### config.mk
export PLATFORM = sky130hd
export DESIGN_NAME = imu_static_mean_init_core
export DESIGN_NICKNAME = d
export VERILOG_FILES = /design/src/rtl/imsm_pkg.sv /design/src/rtl/imsm_div.sv /design/src/rtl/imu_static_mean_init_core.sv
export SDC_FILE = /design/constraint.sdc
export NUM_CORES = 1
export LEC_CHECK = 0
export BUFFER_PORTS_ARGS = -buffer_cell sky130_fd_sc_hd__clkbuf_2
export CORE_AREA = 2 2 305 307
export CTS_CLUSTER_DIAMETER = 60
export DETAILED_ROUTE_END_ITERATION = 10
export DIE_AREA = 0 0 307 309
export GPL_TIMING_DRIVEN = 0
export HOLD_SLACK_MARGIN = 0.12
export PLACE_DENSITY_LB_ADDON = 0.2
export SYNTH_ARGS = -nofsm -noshare
export SYNTH_HDL_FRONTEND = slang
export SYNTH_SLANG_ARGS = --single-unit
### constraint.sdc
create_clock -name clk -period 19.56 [get_ports clk]
set_clock_uncertainty 0.15 [all_clocks]
set_input_delay 2.934 -clock clk [delete_from_list [all_inputs] [get_ports clk]]
set_output_delay 2.934 -clock clk [all_outputs]
set_load 0.01 [all_outputs]
### src/rtl/imsm_pkg.sv
// imsm_pkg: types, constants and register indexes for the static imu mean init block
// no dependencies; imported by imsm_div and imu_static_mean_init_core
package imsm_pkg;

	// fixed field widths
	localparam int SAMPLE_BITS   = 16;
	localparam int MEAN_BITS     = 32;
	localparam int CNT_OUT_BITS  = 16;
	localparam int TARGET_BITS   = 16;
	localparam int CFG_ADDR_BITS = 1;
	localparam int CFG_DATA_BITS = 16;
	localparam int AXES          = 6;
	localparam int AXIS_BITS     = 3;

	// defaults for the top level parameters
	localparam int FRACTION_BITS_DEF = 16;
	localparam int COUNT_BITS_DEF    = 16;

	// reset values of the configuration registers
	localparam logic [TARGET_BITS-1:0] TARGET_RST = TARGET_BITS'(100);

	// register indexes
	localparam logic [CFG_ADDR_BITS-1:0] REG_INIT_COUNT_TARGET = CFG_ADDR_BITS'(0);
	localparam logic [CFG_ADDR_BITS-1:0] REG_IMU_ENABLE        = CFG_ADDR_BITS'(1);

	// one imu sample beat
	typedef struct packed {
		logic signed [SAMPLE_BITS-1:0] accel_x;
		logic signed [SAMPLE_BITS-1:0] accel_y;
		logic signed [SAMPLE_BITS-1:0] accel_z;
		logic signed [SAMPLE_BITS-1:0] gyro_x;
		logic signed [SAMPLE_BITS-1:0] gyro_y;
		logic signed [SAMPLE_BITS-1:0] gyro_z;
		logic                          frame_end;
	} sample_t;

	// one result beat
	typedef struct packed {
		logic signed [MEAN_BITS-1:0]  mean_accel_x;
		logic signed [MEAN_BITS-1:0]  mean_accel_y;
		logic signed [MEAN_BITS-1:0]  mean_accel_z;
		logic signed [MEAN_BITS-1:0]  mean_gyro_x;
		logic signed [MEAN_BITS-1:0]  mean_gyro_y;
		logic signed [MEAN_BITS-1:0]  mean_gyro_z;
		logic [CNT_OUT_BITS-1:0]      sample_count;
		logic                         init_done;
	} result_t;

	// sequencer states
	typedef enum logic [2:0] {
		ST_IDLE,
		ST_DIFF,
		ST_ABS,
		ST_START,
		ST_DIV,
		ST_ACC,
		ST_SAT,
		ST_OUT
	} state_t;

endpackage

### src/rtl/imsm_div.sv
// imsm_div: bit-serial restoring divider, one quotient bit per cycle
// depends on imsm_pkg (imported for house consistency, no shared types used)
module imsm_div #(
	parameter int DIV_BITS = 33,
	parameter int DEN_BITS = 16
) (
	input  logic                clk,
	input  logic                arst_n,
	input  logic                start,
	input  logic [DIV_BITS-1:0] dividend,
	input  logic [DEN_BITS-1:0] divisor,
	output logic                done,
	output logic [DIV_BITS-1:0] quotient
);
	import imsm_pkg::*;

	localparam int CNT_W = $clog2(DIV_BITS);

	logic [DIV_BITS-1:0] quo_q;
	logic [DEN_BITS-1:0] rem_q;
	logic [DEN_BITS-1:0] den_q;
	logic [CNT_W-1:0]    cnt_q;
	logic                busy_q;
	logic                done_q;

	logic [DEN_BITS:0]   trial;
	logic [DEN_BITS:0]   trial_sub;
	logic                qbit;

	// one trial subtraction per cycle
	always_comb begin
		trial     = {rem_q, quo_q[DIV_BITS-1]};
		trial_sub = trial - {1'b0, den_q};
		qbit      = ~trial_sub[DEN_BITS];
	end

	// control: step counter and completion pulse
	always_ff @(posedge clk or negedge arst_n) begin
		if (!arst_n) begin
			busy_q <= 1'b0;
			done_q <= 1'b0;
			cnt_q  <= '0;
		end else begin
			done_q <= 1'b0;
			if (start) begin
				busy_q <= 1'b1;
				cnt_q  <= '0;
			end else if (busy_q) begin
				cnt_q <= cnt_q + CNT_W'(1);
				if (cnt_q == CNT_W'(DIV_BITS - 1)) begin
					busy_q <= 1'b0;
					done_q <= 1'b1;
				end
			end
		end
	end

	// datapath: dividend shifts out at the top, quotient bits shift in at the bottom
	always_ff @(posedge clk) begin
		if (start) begin
			quo_q <= dividend;
			rem_q <= '0;
			den_q <= divisor;
		end else if (busy_q) begin
			quo_q <= {quo_q[DIV_BITS-2:0], qbit};
			rem_q <= qbit ? trial_sub[DEN_BITS-1:0] : trial[DEN_BITS-1:0];
		end
	end

	assign done     = done_q;
	assign quotient = quo_q;

endmodule

### src/rtl/imu_static_mean_init_core.sv
// imu_static_mean_init_core: running mean of six imu axes for static initialization
// depends on imsm_pkg and imsm_div
//
// Each accepted sample beat gives exactly one result beat with the six means (signed,
// FRACTION_BITS fraction bits), the current count and the done flag. While enabled and
// not done, the six axes are updated one after another through a single bit-serial
// divider that yields one quotient bit per cycle. The divider width D is max(16 +
// FRACTION_BITS, 32) + 1. A sample that arrives while disabled or after initialization
// is done skips the update and is passed straight to the output. The result sits in an
// output register, so a new sample can be taken while the last result waits.
module imu_static_mean_init_core #(
	parameter int FRACTION_BITS = imsm_pkg::FRACTION_BITS_DEF,
	parameter int COUNT_BITS    = imsm_pkg::COUNT_BITS_DEF
) (
	input  logic                              clk,
	input  logic                              arst_n,
	input  logic                              cfg_we,
	input  logic [imsm_pkg::CFG_ADDR_BITS-1:0] cfg_addr,
	input  logic [imsm_pkg::CFG_DATA_BITS-1:0] cfg_wdata,
	input  logic                              sample_valid,
	output logic                              sample_ready,
	input  imsm_pkg::sample_t                 sample,
	output logic                              result_valid,
	input  logic                              result_ready,
	output imsm_pkg::result_t                 result
);
	import imsm_pkg::*;

	localparam int SW   = SAMPLE_BITS + FRACTION_BITS;
	localparam int DW   = ((SW > MEAN_BITS) ? SW : MEAN_BITS) + 1;
	localparam int SUMW = DW + 1;
	localparam int CMPW = (COUNT_BITS > TARGET_BITS) ? COUNT_BITS : TARGET_BITS;

	localparam logic signed [SUMW-1:0] MEAN_MAX = {{(SUMW - 31){1'b0}}, {31{1'b1}}};
	localparam logic signed [SUMW-1:0] MEAN_MIN = {{(SUMW - 31){1'b1}}, {31{1'b0}}};
	localparam logic [COUNT_BITS-1:0]  COUNT_MAX = {COUNT_BITS{1'b1}};

	state_t state_q, state_d;

	// configuration
	logic [TARGET_BITS-1:0] target_q;
	logic                   enable_q;

	// state of the running mean
	logic signed [MEAN_BITS-1:0] means_q [AXES];
	logic [COUNT_BITS-1:0]       count_q;
	logic                        finished_q;

	// working registers
	sample_t                 in_q;
	logic [AXIS_BITS-1:0]    axis_q;
	logic signed [DW-1:0]    diff_s1;
	logic [DW-1:0]           mag_s2;
	logic                    neg_s2;
	logic signed [SUMW-1:0]  sum_s3;
	result_t                 result_q;
	logic                    result_valid_q;

	// control strobes
	logic accept;
	logic diff_ld;
	logic abs_ld;
	logic div_start;
	logic acc_ld;
	logic mean_wr;
	logic last_axis;
	logic out_ld;

	logic                    div_done;
	logic [DW-1:0]           div_quo;

	logic signed [SAMPLE_BITS-1:0] samples [AXES];
	logic signed [SAMPLE_BITS-1:0] sample_sel;
	logic signed [MEAN_BITS-1:0]   mean_sel;
	logic signed [DW-1:0]          scaled;
	logic signed [DW-1:0]          diff_d;
	logic signed [MEAN_BITS-1:0]   mean_sat;
	logic [COUNT_BITS-1:0]         count_inc;

	// configuration writes
	always_ff @(posedge clk or negedge arst_n) begin
		if (!arst_n) begin
			target_q <= TARGET_RST;
			enable_q <= 1'b1;
		end else if (cfg_we) begin
			unique case (cfg_addr)
				REG_INIT_COUNT_TARGET: target_q <= cfg_wdata[TARGET_BITS-1:0];
				REG_IMU_ENABLE:        enable_q <= cfg_wdata[0];
			endcase
		end
	end

	// next state
	always_comb begin
		state_d = state_q;
		unique case (state_q)
			ST_IDLE: begin
				if (sample_valid) begin
					state_d = (enable_q && !finished_q) ? ST_DIFF : ST_OUT;
				end
			end
			ST_DIFF:  state_d = ST_ABS;
			ST_ABS:   state_d = ST_START;
			ST_START: state_d = ST_DIV;
			ST_DIV: begin
				if (div_done) begin
					state_d = ST_ACC;
				end
			end
			ST_ACC:   state_d = ST_SAT;
			ST_SAT:   state_d = last_axis ? ST_OUT : ST_DIFF;
			ST_OUT: begin
				if (!result_valid_q || result_ready) begin
					state_d = ST_IDLE;
				end
			end
			default:  state_d = ST_IDLE;
		endcase
	end

	// control outputs
	always_comb begin
		sample_ready = 1'b0;
		diff_ld      = 1'b0;
		abs_ld       = 1'b0;
		div_start    = 1'b0;
		acc_ld       = 1'b0;
		mean_wr      = 1'b0;
		out_ld       = 1'b0;
		unique case (state_q)
			ST_IDLE:  sample_ready = 1'b1;
			ST_DIFF:  diff_ld      = 1'b1;
			ST_ABS:   abs_ld       = 1'b1;
			ST_START: div_start    = 1'b1;
			ST_DIV:   acc_ld       = div_done;
			ST_ACC:   acc_ld       = 1'b0;
			ST_SAT:   mean_wr      = 1'b1;
			ST_OUT:   out_ld       = !result_valid_q || result_ready;
			default:  sample_ready = 1'b0;
		endcase
	end

	assign accept    = sample_valid && sample_ready;
	assign last_axis = (axis_q == AXIS_BITS'(AXES - 1));

	always_ff @(posedge clk or negedge arst_n) begin
		if (!arst_n) begin
			state_q <= ST_IDLE;
		end else begin
			state_q <= state_d;
		end
	end

	// axis selection
	always_comb begin
		samples[0] = in_q.accel_x;
		samples[1] = in_q.accel_y;
		samples[2] = in_q.accel_z;
		samples[3] = in_q.gyro_x;
		samples[4] = in_q.gyro_y;
		samples[5] = in_q.gyro_z;
		sample_sel = samples[axis_q];
		mean_sel   = means_q[axis_q];
		scaled     = DW'(sample_sel) <<< FRACTION_BITS;
		diff_d     = scaled - DW'(mean_sel);
	end

	// saturate the updated mean to 32 bits
	always_comb begin
		if (sum_s3 > MEAN_MAX) begin
			mean_sat = MEAN_MAX[MEAN_BITS-1:0];
		end else if (sum_s3 < MEAN_MIN) begin
			mean_sat = MEAN_MIN[MEAN_BITS-1:0];
		end else begin
			mean_sat = sum_s3[MEAN_BITS-1:0];
		end
	end

	assign count_inc = (count_q != COUNT_MAX) ? count_q + COUNT_BITS'(1) : count_q;

	// sample beat and axis counter
	always_ff @(posedge clk or negedge arst_n) begin
		if (!arst_n) begin
			axis_q <= '0;
		end else if (accept) begin
			axis_q <= '0;
		end else if (mean_wr && !last_axis) begin
			axis_q <= axis_q + AXIS_BITS'(1);
		end
	end

	always_ff @(posedge clk) begin
		if (accept) begin
			in_q <= sample;
		end
	end

	// difference, magnitude and signed accumulate stages
	always_ff @(posedge clk) begin
		if (diff_ld) begin
			diff_s1 <= diff_d;
		end
		if (abs_ld) begin
			neg_s2 <= diff_s1[DW-1];
			mag_s2 <= diff_s1[DW-1] ? DW'(-diff_s1) : DW'(diff_s1);
		end
		if (acc_ld) begin
			sum_s3 <= neg_s2 ? SUMW'(mean_sel) - $signed({1'b0, div_quo})
			                 : SUMW'(mean_sel) + $signed({1'b0, div_quo});
		end
	end

	// mean, count and done state
	always_ff @(posedge clk or negedge arst_n) begin
		if (!arst_n) begin
			for (int i = 0; i < AXES; i++) begin
				means_q[i] <= '0;
			end
			count_q    <= COUNT_BITS'(1);
			finished_q <= 1'b0;
		end else if (mean_wr) begin
			means_q[axis_q] <= mean_sat;
			if (last_axis) begin
				count_q <= count_inc;
				if (in_q.frame_end && (CMPW'(count_inc) > CMPW'(target_q))) begin
					finished_q <= 1'b1;
				end
			end
		end
	end

	// output register
	always_ff @(posedge clk or negedge arst_n) begin
		if (!arst_n) begin
			result_valid_q <= 1'b0;
		end else if (out_ld) begin
			result_valid_q <= 1'b1;
		end else if (result_ready) begin
			result_valid_q <= 1'b0;
		end
	end

	always_ff @(posedge clk) begin
		if (out_ld) begin
			result_q.mean_accel_x <= means_q[0];
			result_q.mean_accel_y <= means_q[1];
			result_q.mean_accel_z <= means_q[2];
			result_q.mean_gyro_x  <= means_q[3];
			result_q.mean_gyro_y  <= means_q[4];
			result_q.mean_gyro_z  <= means_q[5];
			result_q.sample_count <= CNT_OUT_BITS'(count_q);
			result_q.init_done    <= finished_q;
		end
	end

	assign result_valid = result_valid_q;
	assign result       = result_q;

	// shared bit-serial divider
	imsm_div #(
		.DIV_BITS (DW),
		.DEN_BITS (COUNT_BITS)
	) u_div (
		.clk      (clk),
		.arst_n   (arst_n),
		.start    (div_start),
		.dividend (mag_s2),
		.divisor  (count_q),
		.done     (div_done),
		.quotient (div_quo)
	);

endmodule
==> impl_metrics.tcl, run 1 <==
set metrics [dict create \
    swShare 0.389 \
    tightestPinTransition_ps 1400 \
    maxSlewHeadroom 0.0642 \
    synth_top_area_frac 0.430 \
    num-fill-cells 8680 \
    p_total_w 0.00705 \
    clock.fmax_mhz 159 \
    path_max_fanout 10 \
    avgSynthCellArea_um2 12.0 \
    hold_slack_ps 320 \
    clock_sinks 713 \
    syn_area_um2 31900 \
    hold_buffers 0 \
    cts_tree "yes" \
    firstDrtPassIters 5 \
    multi_input_area_um2 11000 \
    ff_latch_area_um2 20100 \
    ys_ff_latch 713 \
    ios 330 \
    rsz0062_at_grt "false" \
    worstSetupPathType "flop to flop" \
    power_frac_seq 0.358 \
    finalSetupTns_ps 0 \
    die_h_um 309 \
    p_int_w 0.00431 \
    grt_pass1_wl_um 134000 \
    grt_overflow_total 0 \
    netlist_instances 2660 \
    synth_common_cells "edfxtp_1, nand2_1, o21ai_0" \
    path_clk_slew_ps 60 \
    clockBufferDepth 3 \
    async_flop_share 0.338 \
    yosys_warnings 0 \
    syn-num-nets 2870 \
    cp.arrival_ps 6560 \
    fin_area_um2 38200 \
    ctsResizeCount 0 \
    numCtsBuffers 86 \
    vias 22100 \
    yosys-top-cells-area "edfxtp_1, dfrtp_1, o21ai_0" \
    die_area_um2 94900 \
    maxSlewViolCount 0 \
    layout.nets 3301 \
    yosysTopAreaCell "edfxtp_1" \
    hold_depth 0 \
    portBuffers 329 \
    first_iter_violations 1866 \
    synthFlopType "edfxtp_1" \
    post-cts-setup-buffer-count 0 \
    rows 111 \
    final_hold_viol_count 0 \
    r2r_cells 19 \
    placed_area_um2 35300 \
    clock_latency_ps 660 \
    vias_per_cell 5.07 \
    p_sw_w 0.00274 \
    fin_crit_sh 0.322 \
    cts_root_buf "clkbuf_16" \
    pwr-share-comb 0.413 \
    drcViolationCount 0 \
    synth-edff-count 456 \
    gp_congestion 0.845 \
    p_leak_nw 15.6 \
    status "finished, final reports clean" \
    initial_utilization 0.349 \
    grt_pass1_vias 21500 \
    p_clk_frac 0.229 \
    h-tree-depth 3 \
    grt_max_degree 97 \
    drive_above_1_share 0.186 \
    cp-end-kind "flop" \
    cp.required_ps 19810 \
    synth.most_common_cell "edfxtp_1" \
    coreArea_um2 91400 \
    syn_to_final_growth_pct 19.9 \
    maxCapViolCount 0 \
    dpl.hpwl_um 67700 \
    routed_wl_um 90300 \
    final_util 0.418 \
    avgRoutedWirePerCell_um 20.8 \
    irDropWorstVdd_v 0.0000749 \
    ant_nets 0 \
    antenna_found_initial 0 \
    p_per_area_nw_per_um2 184 \
    finalCriticalPeriod_ps 6310 \
    setup_viol 0 \
    grt_use_total 0.188 \
    holdCritPathClass "flop to flop" \
    start_kind "flop" \
    dieWidth_um 307 \
    yosysUniqueCellTypes 95 \
    synth-seq-area-share 0.629 \
]
## path summary, 6_finish.rpt
kind                               from            to  slack, ps
min                        means_q[180]   result[197]        320
min in group asynchronous        arst_n  target_q[14]       2100
max in group asynchronous        arst_n  means_q[166]      15770
max                           axis_q[1]    sum_s3[33]      13250
max reg2reg                   axis_q[1]    sum_s3[33]      13250
min reg2reg                means_q[180]   result[197]        320
## metal layers
metal  part of all wire  vias up  global-route usage
met5                  0        -                   0
met2               0.48      640               0.314
met4              0.022        0              0.0496
met1               0.44    10800               0.253
met3              0.058      121              0.0326
li1                   -    10500                   -
## kinds of logic after synthesis
group | Yosys count | share of synthesized area
multiplexers | 112 | 0.0372
XOR/XNOR | 162 | 0.0445
buffers and inverters | 212 | 0.0273
AND/OR/NAND/NOR | 732 | 0.104
adder cells (fa/ha/maj) | 91 | 0.0362
AO/OA/AOI/OAI | 638 | 0.122
flip-flops | 713 | 0.629
## critical path, cell delays in order, from the launching register on
cell and delay [ps]:
dfrtp_1 390, buf_6 180, buf_6 170, buf_2 380, buf_2 440, clkbuf_1 750
clkbuf_1 670, o22a_1 370, inv_1 100, ha_1 300, clkbuf_1 190, a21o_1 230
a21o_1 170, a21oi_1 140, o21ai_0 90, a22oi_1 200, a31oi_1 210, a221o_1 430
a311oi_1 340, xnor2_1 110
## power groups by stage
stage	Combinational (W)	Clock (W)	Sequential, W
finish	0.00291	0.00162	0.00253
global route	0.00322	0.00171	0.00257
CTS	0.00292	0.00165	0.00253
detailed placement	0.00291	0	0.00256
global placement	0.00286	0	0.00260
floorplan	0.00206	0	0.00248
## registers in the layout (all words and copies together) (netlist names), 33 cells and up
register,count
diff_s1,33
sum_s3,34
mag_s2,33
means_q,192
u_div.quotient,33
result,209
in_q,97
## stage by stage
step / cells / setup WS [ps]
2_1_floorplan: 2660 / 6980
3_3_place_gp: 4175 / 1960
3_5_place_dp: 4189 / 13350
4_1_cts: 4351 / 13310
5_1_grt: 4351 / 12930
6_report: 4352 / 13250
## final cells by class
class | count | area share
Antenna cell | 1 | 0.0000655
Tap cell | 1186 | 0.0388
Clock buffer | 115 | 0.0616
Inverter | 90 | 0.00884
Clock inverter | 47 | 0.0142
Timing Repair Buffer | 343 | 0.0505
Buffer | 122 | 0.0139
Sequential cell | 713 | 0.525
Multi-Input combinational cell | 1735 | 0.287
## cell usage in the layout, fill, tap and decap left out, types with 12 or more instances in the layout
cell type  netlist  final
a31oi_1         14     14
nor3_1          24     22
a21oi_1        130    130
inv_6            0     12
xnor2_1        130    130
dfrtp_1        236    236
nor2_1         136    134
nand2_1        395    394
clkbuf_16        0     88
o21ai_0        310    310
clkbuf_2         0    328
nand4_1         20     20
clkbuf_1        95    117
inv_1           87     87
mux2_2          31     31
edfxtp_1       456    456
mux2i_1         72     72
a221oi_1        16     16
nand3_1         36     36
and3_1          16     15
dfxtp_1         16     16
xor2_1          32     32
nor2b_1         20     20
ha_1            89     89
a21o_1          37     37
nand2b_1        18     18
Note: power is estimated with default switching activity, not from simulation.
==> run 2, diff against run 1 <==
--- a/config.mk
+++ b/config.mk
@@ -5,11 +5,12 @@
 export SDC_FILE = /design/constraint.sdc
 export NUM_CORES = 1
 export LEC_CHECK = 0
+export ABC_AREA = 1
 export BUFFER_PORTS_ARGS = -buffer_cell sky130_fd_sc_hd__clkbuf_2
-export CORE_AREA = 2 2 305 307
+export CORE_AREA = 2 2 313 315
 export CTS_CLUSTER_DIAMETER = 60
 export DETAILED_ROUTE_END_ITERATION = 10
-export DIE_AREA = 0 0 307 309
+export DIE_AREA = 0 0 315 317
 export GPL_TIMING_DRIVEN = 0
 export HOLD_SLACK_MARGIN = 0.12
 export PLACE_DENSITY_LB_ADDON = 0.2
==> constraint.sdc (replaced) <==
create_clock -name clk -period 5.7 [get_ports clk]
set_clock_uncertainty 0.15 [all_clocks]
set_input_delay 0.855 -clock clk [delete_from_list [all_inputs] [get_ports clk]]
set_output_delay 0.855 -clock clk [all_outputs]
set_load 0.01 [all_outputs]
==> impl_metrics.tcl, run 2 <==
set metrics [dict create \
    status "finished, final reports clean" \
    irDropWorstVdd_v 0.000370 \
    ios 330 \
    gp_congestion 0.912 \
    grt_max_degree 103 \
    clock.fmax_mhz 197 \
    setup_viol 0 \
    path_clk_slew_ps 60 \
    maxSlewViolCount 0 \
    yosysUniqueCellTypes 49 \
    drcViolationCount 0 \
    hold_depth 1 \
    post-cts-setup-buffer-count 0 \
    yosys_warnings 0 \
    clock_sinks 713 \
    p_leak_nw 17.7 \
    h-tree-depth 3 \
    final_hold_viol_count 0 \
    numCtsBuffers 84 \
    async_flop_share 0.338 \
    layout_commonest_cell "nand2_1" \
    final_cell_mix "nand2_1, inv_1, edfxtp_1" \
    synth_top_area_frac 0.409 \
    synth-edff-count 456 \
    vias 25400 \
    vias_per_cell 4.85 \
    routed_wl_um 101000 \
    grt_overflow_total 0 \
    synth_common_cells "nand2_1, inv_1, edfxtp_1" \
    p_per_area_nw_per_um2 661 \
    dieWidth_um 315 \
    synth.most_common_cell "nand2_1" \
    syn_to_final_growth_pct 19.4 \
    coreArea_um2 96300 \
    synthFlopType "edfxtp_1" \
    antenna_found_initial 0 \
    dpl.hpwl_um 78500 \
    maxSlewHeadroom 0.235 \
    start_kind "flop" \
    grt_pass1_wl_um 150000 \
    cp.arrival_ps 5320 \
    netlist_instances 3458 \
    ys_ff_latch 713 \
    tightestPinTransition_ps 1150 \
    num-fill-cells 9444 \
    path_max_fanout 10 \
    placed_area_um2 37200 \
    rows 114 \
    avgSynthCellArea_um2 9.69 \
    drive_above_1_share 0.153 \
    ctsResizeCount 0 \
    fin_area_um2 40000 \
    cts_tree "yes" \
    clock_latency_ps 680 \
    fin_crit_sh 0.889 \
    finalCriticalPeriod_ps 5070 \
    grt_pass1_vias 24500 \
    first_iter_violations 1983 \
    syn_area_um2 33500 \
    multi_input_area_um2 11300 \
    clockBufferDepth 3 \
    ff_latch_area_um2 20100 \
    maxCapViolCount 0 \
    die_h_um 317 \
    largest_reg_flops 209 \
    holdCritPathClass "primary input to flop" \
    rsz0062_at_grt "false" \
    synth-seq-area-share 0.598 \
    ant_nets 0 \
    cts_root_buf "clkbuf_16" \
    p_total_w 0.0265 \
    yosysTopAreaCell "edfxtp_1" \
    initial_utilization 0.348 \
    cp.required_ps 5950 \
    yosys-top-cells-area "edfxtp_1, dfrtp_1, nand2_1" \
    die_area_um2 99900 \
    portBuffers 329 \
    syn-num-nets 3668 \
    avgRoutedWirePerCell_um 19.2 \
    r2r_cells 14 \
    worstSetupPathType "flop to flop" \
    layout.nets 4106 \
    firstDrtPassIters 7 \
    grt_use_total 0.200 \
    cp-end-kind "flop" \
]
## run 2: cell types whose count changed after synthesis, sizes merged, moves of 24 or more
cell | before | now
a22oi | 11 | 35
inv | 88 | 463
clkbuf | 95 | 50
nor2 | 140 | 252
a21o | 37 | 5
xnor2 | 130 | 18
o21ai | 314 | 255
xor2 | 32 | 97
nand4 | 22 | 68
mux2i | 72 | 0
nand3 | 36 | 126
nand2 | 395 | 917
nor3 | 26 | 52
## run 2: layout make-up
class / instances / share of cell area
multi-input combinational: 2180 / 0.283
sequential: 713 / 0.501
clock buffer: 103 / 0.0551
buffer: 98 / 0.0113
tap: 1276 / 0.0399
antenna: 1 / 0.0000626
timing repair buffer: 352 / 0.0511
inverter: 467 / 0.0439
clock inverter: 54 / 0.0150
## run 2: cells by family after synthesis
group	after synthesis	share of synthesized area
and+or+nand+nor	1444	0.180
AOI/OAI and AO/OA	505	0.0829
muxes	25	0.00840
xor gates and xnor gates	115	0.0301
DFF	713	0.598
adders and majority gates	91	0.0344
buffers and inverters	565	0.0658
## run 2: worst max-delay path: stages (launching register included)
cell and delay (ps):
dfrtp_1 400, buf_2 190, nor3_4 510, clkbuf_1 870, clkbuf_1 540, nand2_1 110
nand4_1 160, ha_1 220, nand2_1 100, o21ai_0 440, a21oi_1 230, o21ai_0 510
a21oi_1 170, nand3_1 120, nand2_1 70
## run 2: metrics by stage
stage / TNS [ps] / worst slack, ps / util / cells / hold slack (ps)
2_1_floorplan: 0 / 1120 / - / 3458 / 274
3_3_place_gp: -556130 / -1850 / 0.382 / 5063 / 282
3_5_place_dp: 0 / 778 / 0.386 / 5085 / 280
4_1_cts: 0 / 732 / 0.415 / 5243 / 164
5_1_grt: 0 / 457 / 0.415 / 5243 / 172
6_report: 0 / 631 / 0.416 / 5244 / 205
## run 2: final timing paths
check / to / slack, ps / startpoint
min in group asynchronous: count_q[10] / 550 / arst_n
min reg2reg: result[0] / 290 / finished_q
max in group asynchronous: means_q[28] / 3470 / arst_n
max reg2reg: diff_s1[31] / 630 / axis_q[0]
max: diff_s1[31] / 630 / axis_q[0]
min: in_q[69] / 200 / sample[69]
## run 2: where the power goes
part / switching (W) / leakage, nW / internal [W] / total, W
Combinational: 0.00838 / 8.87 / 0.00387 / 0.0123
Clock: 0.00226 / 1.35 / 0.00316 / 0.00542
Sequential: 0.00103 / 7.51 / 0.00776 / 0.00879
## run 2: metal layers
layer | wire length (um) | GRT usage | share of wire
met1 | 46000 | 0.281 | 0.46
met2 | 45900 | 0.318 | 0.46
met3 | 5790 | 0.0322 | 0.058
met4 | 2840 | 0.0631 | 0.028
met5 | 0 | 0 | 0
## run 2: repair_timing
item	4_1_cts	5_1_grt
endpoints found under the setup margin	0	0
hold buffers	1	0
hold endpoints to repair	38	0
==> run 3, diff against run 2 <==
--- a/config.mk
+++ b/config.mk
@@ -7,10 +7,10 @@
 export LEC_CHECK = 0
 export ABC_AREA = 1
 export BUFFER_PORTS_ARGS = -buffer_cell sky130_fd_sc_hd__clkbuf_2
-export CORE_AREA = 2 2 313 315
+export CORE_AREA = 2 2 256 384
 export CTS_CLUSTER_DIAMETER = 60
 export DETAILED_ROUTE_END_ITERATION = 10
-export DIE_AREA = 0 0 315 317
+export DIE_AREA = 0 0 258 386
 export GPL_TIMING_DRIVEN = 0
 export HOLD_SLACK_MARGIN = 0.12
 export PLACE_DENSITY_LB_ADDON = 0.2
==> constraint.sdc (replaced) <==
create_clock -name clk -period 4.09 [get_ports clk]
set_clock_uncertainty 0.15 [all_clocks]
set_input_delay 0.6135 -clock clk [delete_from_list [all_inputs] [get_ports clk]]
set_output_delay 0.6135 -clock clk [all_outputs]
set_load 0.01 [all_outputs]
==> impl_metrics.tcl, run 3 (synthesized netlist as in run 2, its figures left out) <==
set metrics [dict create \
    hp-start "result_ready" \
    pre_cts_ws_ps -902 \
    finalCriticalPeriod_ps 3950 \
    ios 330 \
    cp_top_family "buffers and inverters" \
    p_total_w 0.0374 \
    first_iter_violations 2070 \
    grt_overflow_total 0 \
    grt_pass1_vias 25500 \
    num_antenna_cells 0 \
    rows 140 \
    r2r_cells 20 \
    hold_slack_ps 167 \
    fin_crit_sh 0.967 \
    cp.required_ps 4340 \
    maxSlewViolCount 0 \
    dieWidth_um 258 \
    p_leak_nw 18.2 \
    vias_per_cell 4.86 \
    hold_depth 4 \
    holdCritPathClass "primary input to flop" \
    syn_to_final_growth_pct 23.5 \
    dp_cells 5080 \
    critical_path_buf_inv_count 9 \
    crit_cells 20 \
    cp.arrival_ps 4200 \
    final_cell_mix "nand2_1, edfxtp_1, inv_1" \
    instances_no_fill 5352 \
    irDropWorstVdd_v 0.000446 \
    slowest_stage "dfrtp_1" \
    clockBufferDepth 3 \
    gp_congestion 0.907 \
    numCtsBuffers 73 \
    setup_viol 0 \
    grt_max_degree 106 \
    critPathMaxStageDelay_ps 400 \
    h-tree-depth 3 \
    antenna_found_initial 0 \
    grt_pass1_wl_um 156000 \
    initial_utilization 0.347 \
    final_util 0.429 \
    maxCapViolCount 0 \
    status "finished, final reports clean" \
    firstDrtPassIters 6 \
    setup_slack_ps 137 \
    coreArea_um2 96500 \
    p_per_area_nw_per_um2 904 \
    layout_commonest_cell "nand2_1" \
    start_kind "flop" \
    min_to "result_valid" \
    cts_tree "yes" \
    clock_sinks 713 \
    vias 26000 \
    die_h_um 386 \
    avgRoutedWirePerCell_um 19.7 \
    cts_root_buf "clkbuf_16" \
    drive_above_1_share 0.168 \
    largest_reg_flops 209 \
    regToRegEndpoint "sum_s3[29]" \
    die_area_um2 99600 \
    path_clk_slew_ps 60 \
    portBuffers 329 \
    cp-end-kind "flop" \
    maxSlewHeadroom 0.365 \
    clock_latency_ps 680 \
    path_cells "buf_2 -> clkbuf_4 -> nand3_4 -> clkinvlp_4 -> buf_4 -> buf_4 -> a32o_1 -> nor4_4 -> buf_4 -> inv_1 -> ha_2 -> nand2_2 -> nor2_2 -> inv_1 -> nor2_1 -> inv_1 -> o22ai_1 -> nor2_1 -> nand3_1 -> nand2_1" \
    grt_use_total 0.209 \
    ant_nets 0 \
    layout.nets 4223 \
    r2r_start "axis_q[0]" \
    path_max_fanout 10 \
    rsz0062_at_grt "true" \
    dpl.hpwl_um 80400 \
    tightestPinTransition_ps 951 \
    regToRegSetupSlack_ps 140 \
    routed_wl_um 105000 \
    final_hold_viol_count 0 \
    drcViolationCount 0 \
    clock.fmax_mhz 253 \
    worstSetupPathType "flop to flop" \
]
run 3: changes by cell type in the layout (fill, tap and decap cells not counted), sizes merged, moves of 3 or more:
cell / before / now
buf: 70 / 80
inv: 473 / 466
clkinv: 33 / 28
clkbuf: 482 / 476
clkinvlp: 7 / 10
dlygate4sd3: 1 / 117
bufinv: 8 / 4
run 3: worst min-delay path: stages:
cell	delay (ps)
clkbuf_2	80
nor2_1	90
inv_1	90
nand2_1	60
run 3: through the flow:
| stage | setup TNS, ps | cell area (um^2) |
|---|---|---|
| 4_1_cts | -15.8 | 41100 |
| 3_5_place_dp | -15350 | 37100 |
| 2_1_floorplan | -67120 | 33500 |
| 5_1_grt | -81.5 | 41400 |
| 6_report | 0 | 41400 |
| 3_3_place_gp | -1278070 | 36800 |
run 3: repair_timing:
action                                 CTS  global route
endpoints found under the hold margin  155             0
hold buffers                           117             0
setup buffers                            9             9
setup endpoints to repair               32            27
resized for setup                       61            73
pin swaps                                5            11
run 3: power breakdown:
part | internal, W | leakage [nW] | switching [W] | total (W)
sequential | 0.0108 | 7.51 | 0.00150 | 0.0123
clock | 0.00380 | 1.18 | 0.00302 | 0.00682
combinational | 0.00599 | 9.53 | 0.0123 | 0.0183
run 3: worst max-delay path by stage:
| stage | startpoint | endpoint |
|---|---|---|
| after global placement | arst_n | target_q[15] |
| final | axis_q[0] | sum_s3[29] |
| after detailed placement | axis_q[0] | diff_s1[31] |
| after CTS | axis_q[0] | diff_s1[31] |
| after floorplan | state_q[0] | result[0] |
| after global routing | axis_q[0] | sum_s3[26] |
run 3: routing by layer:
metal	global-route usage	vias to the layer above	share of wire	wire length, um
met1	0.249	12400	0.40	42200
met3	0.0298	175	0.047	4920
met2	0.381	746	0.52	54500
met4	0.0806	0	0.035	3690
met5	0	-	0	0
li1	-	12600	-	-
run 3: layout make-up:
class                           count  area (um^2)
Buffer                             98          488
Clock buffer                       95         2010
Clock inverter                     41          428
Fill cell                        9321        55100
Inverter                          467         1780
Multi-Input combinational cell   2180        11700
Sequential cell                   713        20100
Tap cell                         1278         1600
Timing Repair Buffer              480         3330
